`config.mk`:
```
export PLATFORM = sky130hd
export DESIGN_NAME = pidsb_ctrl
export DESIGN_NICKNAME = d
export VERILOG_FILES = /design/src/hw/rtl/pidsb_pkg.sv /design/src/hw/rtl/pidsb_ctrl.sv
export SDC_FILE = /design/constraint.sdc
export NUM_CORES = 1
export LEC_CHECK = 0
export BUFFER_PORTS_ARGS = -buffer_cell sky130_fd_sc_hd__buf_4
export CAP_MARGIN = 25
export CORE_AREA = 4 4 41 43
export CTS_CLUSTER_SIZE = 30
export DETAILED_ROUTE_END_ITERATION = 6
export DIE_AREA = 0 0 45 47
export HOLD_SLACK_MARGIN = 0.05
export PLACE_DENSITY = 0.64
export SYNTH_ARGS = -nofsm -noshare
export SYNTH_HDL_FRONTEND = slang
export SYNTH_SLANG_ARGS = --single-unit
```
`constraint.sdc`:
```
create_clock -name i_clk -period 1.3 [get_ports i_clk]
set_input_delay 0.13 -clock i_clk [delete_from_list [all_inputs] [get_ports i_clk]]
set_output_delay 0.13 -clock i_clk [all_outputs]
set_load 0.01 [all_outputs]
```
`src/hw/rtl/pidsb_pkg.sv`:
```
// Shared types and constants for the PID steering unit with speed bands.
// Holds field widths, register indexes, datapath op codes and the
// controller/datapath command and status structs. No dependencies.
package pidsb_pkg;

    localparam int ERR_W    = 16;
    localparam int DT_W     = 20;
    localparam int GAIN_W   = 16;
    localparam int BAND_W   = 15;
    localparam int SPEED_W  = 10;
    localparam int STEER_W  = 16;
    localparam int INTEG_W  = 48;
    localparam int CFG_IDX_W  = 3;
    localparam int CFG_DATA_W = 16;

    // Divider geometry: 64-bit dividend, 20-bit divisor, two bits per cycle.
    localparam int DIV_NUM_W = 64;
    localparam int DIV_CNT_W = 5;

    localparam logic [DT_W-1:0] US_PER_S = 20'd1000000;

    localparam logic [INTEG_W-1:0] INTEG_MAX = 48'h7FFF_FFFF_FFFF;
    localparam logic [INTEG_W-1:0] INTEG_MIN = 48'h8000_0000_0000;

    localparam logic [STEER_W-1:0] STEER_MAX = 16'h7FFF;
    localparam logic [STEER_W-1:0] STEER_MIN = 16'h8000;

    // Register indexes on the configuration port
    localparam logic [CFG_IDX_W-1:0] CFG_GAIN_PROP  = 3'd0;
    localparam logic [CFG_IDX_W-1:0] CFG_GAIN_INTEG = 3'd1;
    localparam logic [CFG_IDX_W-1:0] CFG_GAIN_DERIV = 3'd2;
    localparam logic [CFG_IDX_W-1:0] CFG_BAND_LOW   = 3'd3;
    localparam logic [CFG_IDX_W-1:0] CFG_BAND_HIGH  = 3'd4;
    localparam logic [CFG_IDX_W-1:0] CFG_SPEED_FAST = 3'd5;
    localparam logic [CFG_IDX_W-1:0] CFG_SPEED_MID  = 3'd6;
    localparam logic [CFG_IDX_W-1:0] CFG_SPEED_SLOW = 3'd7;

    // Reset values of the band and speed registers
    localparam logic [BAND_W-1:0]  BAND_LOW_RST   = 15'd715;
    localparam logic [BAND_W-1:0]  BAND_HIGH_RST  = 15'd1430;
    localparam logic [SPEED_W-1:0] SPEED_FAST_RST = 10'd150;
    localparam logic [SPEED_W-1:0] SPEED_MID_RST  = 10'd100;
    localparam logic [SPEED_W-1:0] SPEED_SLOW_RST = 10'd50;

    // Datapath operations, one per cycle
    localparam int OP_W = 5;
    localparam logic [OP_W-1:0] OP_NONE  = 5'd0;
    localparam logic [OP_W-1:0] OP_LOAD  = 5'd1;
    localparam logic [OP_W-1:0] OP_MP    = 5'd2;
    localparam logic [OP_W-1:0] OP_MILO  = 5'd3;
    localparam logic [OP_W-1:0] OP_MIHI  = 5'd4;
    localparam logic [OP_W-1:0] OP_MD0   = 5'd5;
    localparam logic [OP_W-1:0] OP_MD1   = 5'd6;
    localparam logic [OP_W-1:0] OP_MTERM = 5'd7;
    localparam logic [OP_W-1:0] OP_DIVI  = 5'd8;
    localparam logic [OP_W-1:0] OP_DIVD  = 5'd9;
    localparam logic [OP_W-1:0] OP_TAKEI = 5'd10;
    localparam logic [OP_W-1:0] OP_TAKED = 5'd11;
    localparam logic [OP_W-1:0] OP_ZEROD = 5'd12;
    localparam logic [OP_W-1:0] OP_SUM1  = 5'd13;
    localparam logic [OP_W-1:0] OP_SUM2  = 5'd14;
    localparam logic [OP_W-1:0] OP_MAG   = 5'd15;
    localparam logic [OP_W-1:0] OP_FIN   = 5'd16;

    typedef struct packed {
        logic [OP_W-1:0] op;
    } t_cmd;

    typedef struct packed {
        logic div_done;
        logic fault;
    } t_sts;

endpackage

```
`src/hw/rtl/pidsb_ctrl.sv`:
```
// Controller: sequences one word through the datapath and owns both
// handshakes. Uses pidsb_pkg.
module pidsb_ctrl import pidsb_pkg::*; (
    input  logic i_clk,
    input  logic i_rst_n,
    input  logic i_in_valid,
    output logic o_in_stall,
    output logic o_out_valid,
    input  logic i_out_stall,
    input  t_sts i_sts,
    output t_cmd o_cmd
);

    localparam logic [3:0] ST_IDLE   = 4'd0;
    localparam logic [3:0] ST_MP     = 4'd1;
    localparam logic [3:0] ST_MILO   = 4'd2;
    localparam logic [3:0] ST_MIHI   = 4'd3;
    localparam logic [3:0] ST_MD0    = 4'd4;
    localparam logic [3:0] ST_MD1    = 4'd5;
    localparam logic [3:0] ST_MTERM  = 4'd6;
    localparam logic [3:0] ST_DIVI   = 4'd7;
    localparam logic [3:0] ST_WAITI  = 4'd8;
    localparam logic [3:0] ST_DIVD   = 4'd9;
    localparam logic [3:0] ST_WAITD  = 4'd10;
    localparam logic [3:0] ST_SUM1   = 4'd11;
    localparam logic [3:0] ST_SUM2   = 4'd12;
    localparam logic [3:0] ST_MAG    = 4'd13;
    localparam logic [3:0] ST_FIN    = 4'd14;

    logic [3:0] r_state, n_state;
    logic       r_out_valid, n_out_valid;
    logic       w_out_free;

    assign w_out_free = !r_out_valid || !i_out_stall;

    always_comb begin
        n_state  = r_state;
        o_cmd.op = OP_NONE;
        case (r_state)
            ST_IDLE: begin
                if (i_in_valid) begin
                    o_cmd.op = OP_LOAD;
                    n_state  = ST_MP;
                end
            end
            ST_MP:    begin o_cmd.op = OP_MP;    n_state = ST_MILO;  end
            ST_MILO:  begin o_cmd.op = OP_MILO;  n_state = ST_MIHI;  end
            ST_MIHI:  begin o_cmd.op = OP_MIHI;  n_state = ST_MD0;   end
            ST_MD0:   begin o_cmd.op = OP_MD0;   n_state = ST_MD1;   end
            ST_MD1:   begin o_cmd.op = OP_MD1;   n_state = ST_MTERM; end
            ST_MTERM: begin o_cmd.op = OP_MTERM; n_state = ST_DIVI;  end
            ST_DIVI:  begin o_cmd.op = OP_DIVI;  n_state = ST_WAITI; end
            ST_WAITI: begin
                if (i_sts.div_done) begin
                    o_cmd.op = OP_TAKEI;
                    n_state  = ST_DIVD;
                end
            end
            ST_DIVD: begin
                // zero elapsed time: drop the derivative, skip the divide
                if (i_sts.fault) begin
                    o_cmd.op = OP_ZEROD;
                    n_state  = ST_SUM1;
                end else begin
                    o_cmd.op = OP_DIVD;
                    n_state  = ST_WAITD;
                end
            end
            ST_WAITD: begin
                if (i_sts.div_done) begin
                    o_cmd.op = OP_TAKED;
                    n_state  = ST_SUM1;
                end
            end
            ST_SUM1: begin o_cmd.op = OP_SUM1; n_state = ST_SUM2; end
            ST_SUM2: begin o_cmd.op = OP_SUM2; n_state = ST_MAG;  end
            ST_MAG:  begin o_cmd.op = OP_MAG;  n_state = ST_FIN;  end
            ST_FIN: begin
                // hold until the output register can take the word
                if (w_out_free) begin
                    o_cmd.op = OP_FIN;
                    n_state  = ST_IDLE;
                end
            end
            default: n_state = ST_IDLE;
        endcase
    end

    always_comb begin
        n_out_valid = r_out_valid;
        if (r_out_valid && !i_out_stall) begin
            n_out_valid = 1'b0;
        end
        if (o_cmd.op == OP_FIN) begin
            n_out_valid = 1'b1;
        end
    end

    always_ff @(posedge i_clk) begin
        if (!i_rst_n) begin
            r_state     <= ST_IDLE;
            r_out_valid <= 1'b0;
        end else begin
            r_state     <= n_state;
            r_out_valid <= n_out_valid;
        end
    end

    assign o_in_stall  = (r_state != ST_IDLE);
    assign o_out_valid = r_out_valid;

endmodule

```
==> results.cfg <==
[run_status]
status = finished with violations
violations = setup timing

[cells_and_area]
fillers = 130
diodes = 0
area_growth_pct = 64.4
final_nets = 84
drive_gt1_frac = 0.610

[synthesis]
synth_warnings = 0
synth_area_per_cell_um2 = 7.67
synth_commonest_cells = 7 x o21ai_0, 5 x a21oi_1, 5 x dfxtp_1, 5 x nor2_1, 4 x nand2_1
synth_most_common_cell = o21ai_0
async_flop_share = 0
synth_compound_area_frac = 0.299
synth-xor-area-share = 0.0211
syn-instance-count = 54
synth-edff-count = 0
synth-simple-area-share = 0.293
synth_fa_ha_area_frac = 0
ys_top_cells_by_area = dfxtp_1 24%, o21ai_0 8.5%, a21oi_1 6.0%, nor2_1 4.5%, a311oi_2 3.6%
ys_ff_latch = 5
yosysUniqueCellTypes = 31
yosysSeqAreaShare = 0.242
syn_area_um2 = 414
synth_top_family_by_area = compound AO/OA/AOI/OAI gates
synthMuxAreaShare = 0.0514
post-synth-top-area-fraction = 0.242
syn_nets = 60
synth.largest_area_cell = dfxtp_1
synth_flop_cell = dfxtp_1

[drt]
vias = 475
drt_first_pass_iters = 4
ant_nets = 0
wl_per_cell_um = 12.8
drt_iter0_drc = 7
vias_per_cell = 5.16
drt_wl_total_um = 1180
drcViolationCount = 0

[placement]
place_congestion = 0.759
io_buffer_count = 12
pre_cts_ws_ns = 0.0733
dp_hpwl_um = 811

[worst_setup_path]
cpPeakStageDelay_ns = 0.33
path_delay_family = simple AND/OR/NAND/NOR gates
path_class = flip-flop to output port
path_cells = buf_6 > nor3b_2 > o21ai_1 > and3_1 > buf_6
critical_path_buf_inv_count = 2
critPathMostFrequentCell = buf_6
worst-endpoint-required_ns = 1.17
slowest_stage = dfxtp_2
endpoint_kind = output port
startpoint_type = flip-flop
arrival_ns = 1.24
cp_max_fo = 6

[min_path]
hp-class = primary input to flip-flop

[sta]
hold_slack_ns = 0.126
max_freq_mhz = 729
final.min_clock_period_ns = 1.37
drv_slew = 0
fin_skew_ns = 0.00182
setup_slack_ns = -0.0721
tightestPinTransition_ns = 0.204
rsz0062_at_grt = yes
worst_slew_margin_rel = 0.863
timing.final.crit_share = 1.06
final_hold_viol_count = 0
setup_viol = 4

[global_routing]
antenna_found_initial = 0
overflow = 0
track_usage = 0.132
grt_pass1_vias = 477
grt_first_pass_wirelength_um = 1940
grt_max_degree = 11

[pwr]
p_per_area_nw_per_um2 = 882
p_int_mw = 0.411
pwr-share-comb = 0.397
power_mw = 0.600
p_sw_frac = 0.315
p_leak_nw = 0.307
clkPwrFrac = 0.308
p_switching_mw = 0.189
vdd_drop_max_mv = 0.525
p_seq_frac = 0.295

[floorplan]
die_w_um = 45
row_count = 13
die-area_um2 = 2120
start_util = 0.318
io_pins = 13
core_um2 = 1300
die_y_um = 47

[cts]
cts_buffers = 3
cts_tree = done
clk_pin_slew_ns = 0.04
cts_hold_buf = 0
insertion_delay_ns = 0.25
clk_path_buf_depth = 2
clockRootBuffer = clkbuf_4
h-tree-depth = 1
clkSinkCount = 5

[job]
maxCapViolCount = 0
==> cell usage in the layout, fill, tap and decap left out, drive strengths merged, types with 2 or more instances in the layout <==
cell type and n:
o21ai 7, nor3b 2, dfxtp 5, clkbuf 4, nand2 4, a21oi 5
nor2 5, buf 23, inv 2
==> worst reg2reg max path, stage by stage (launching register included) <==
cell and delay (ns):
dfxtp_2 0.33, buf_6 0.13, buf_4 0.13, or3_4 0.36, o21ai_2 0.06, a21oi_1 0.06
==> cell type report <==
| type | instances | area [um^2] | share of cell area |
|---|---|---|---|
| repair buffers | 23 | 188 | 0.276 |
| well taps | 15 | 18.8 | 0.0276 |
| multi-input cells | 43 | 330 | 0.485 |
| inverters | 2 | 10.0 | 0.0147 |
| clock buffers | 4 | 26.3 | 0.0386 |
| flip-flops and latches | 5 | 108 | 0.158 |
==> state kept, by name (all words and copies together) (netlist names) <==
name and flops:
o_out_valid 1, r_state 4
==> cells by family after synthesis <==
family | count (synthesis)
DFF | 5
xor gates and xnor gates | 1
and+or+nand+nor | 21
muxes | 2
AOI/OAI and AO/OA | 19
buffers and inverters | 6
==> power groups by stage <==
stage	Clock, mW	Sequential [mW]	Combinational [mW]
floorplan	0	0.176	0.111
global placement	0	0.176	0.184
detailed placement	0	0.177	0.185
CTS	0.193	0.177	0.218
global route	0.203	0.179	0.259
finish	0.185	0.177	0.239
==> per-layer routing <==
| layer | global-route usage | share of wire | vias to the layer above |
|---|---|---|---|
| li1 | - | - | 245 |
| met3 | 0.0345 | 0.036 | 4 |
| met2 | 0.209 | 0.51 | 10 |
| met4 | 0.105 | 0.029 | 0 |
| met5 | 0 | 0 | - |
| met1 | 0.150 | 0.42 | 216 |
==> repair_timing <==
item / 4_1_cts / 5_1_grt
resized for setup: 20 / 6
endpoints found under the setup margin: 5 / 6
pin swaps: 3 / 4
buffers inserted: 2 / 1
==> stage by stage <==
step | instances | area (um^2) | util | setup TNS, ns
final | 92 | 681 | 0.523 | -0.228
after global routing | 92 | 681 | 0.523 | -0.576
after CTS | 91 | 648 | 0.498 | -0.268
after detailed placement | 85 | 552 | 0.424 | 0
after global placement | 85 | 552 | 0.424 | 0
after floorplan | 54 | 414 | - | 0
==> path summary, 6_finish.rpt <==
check | startpoint | endpoint | slack (ns) | depth (start not counted)
setup / recovery | r_state[1] | o_cmd[0] | -0.07 | 5
hold / removal | i_rst_n | o_out_valid | 0.13 | 2
setup reg to reg | r_state[1] | r_state[0] | 0.11 | 5
hold reg to reg | r_state[0] | r_state[0] | 0.59 | 2
Note: power is estimated with default switching activity, not from simulation.
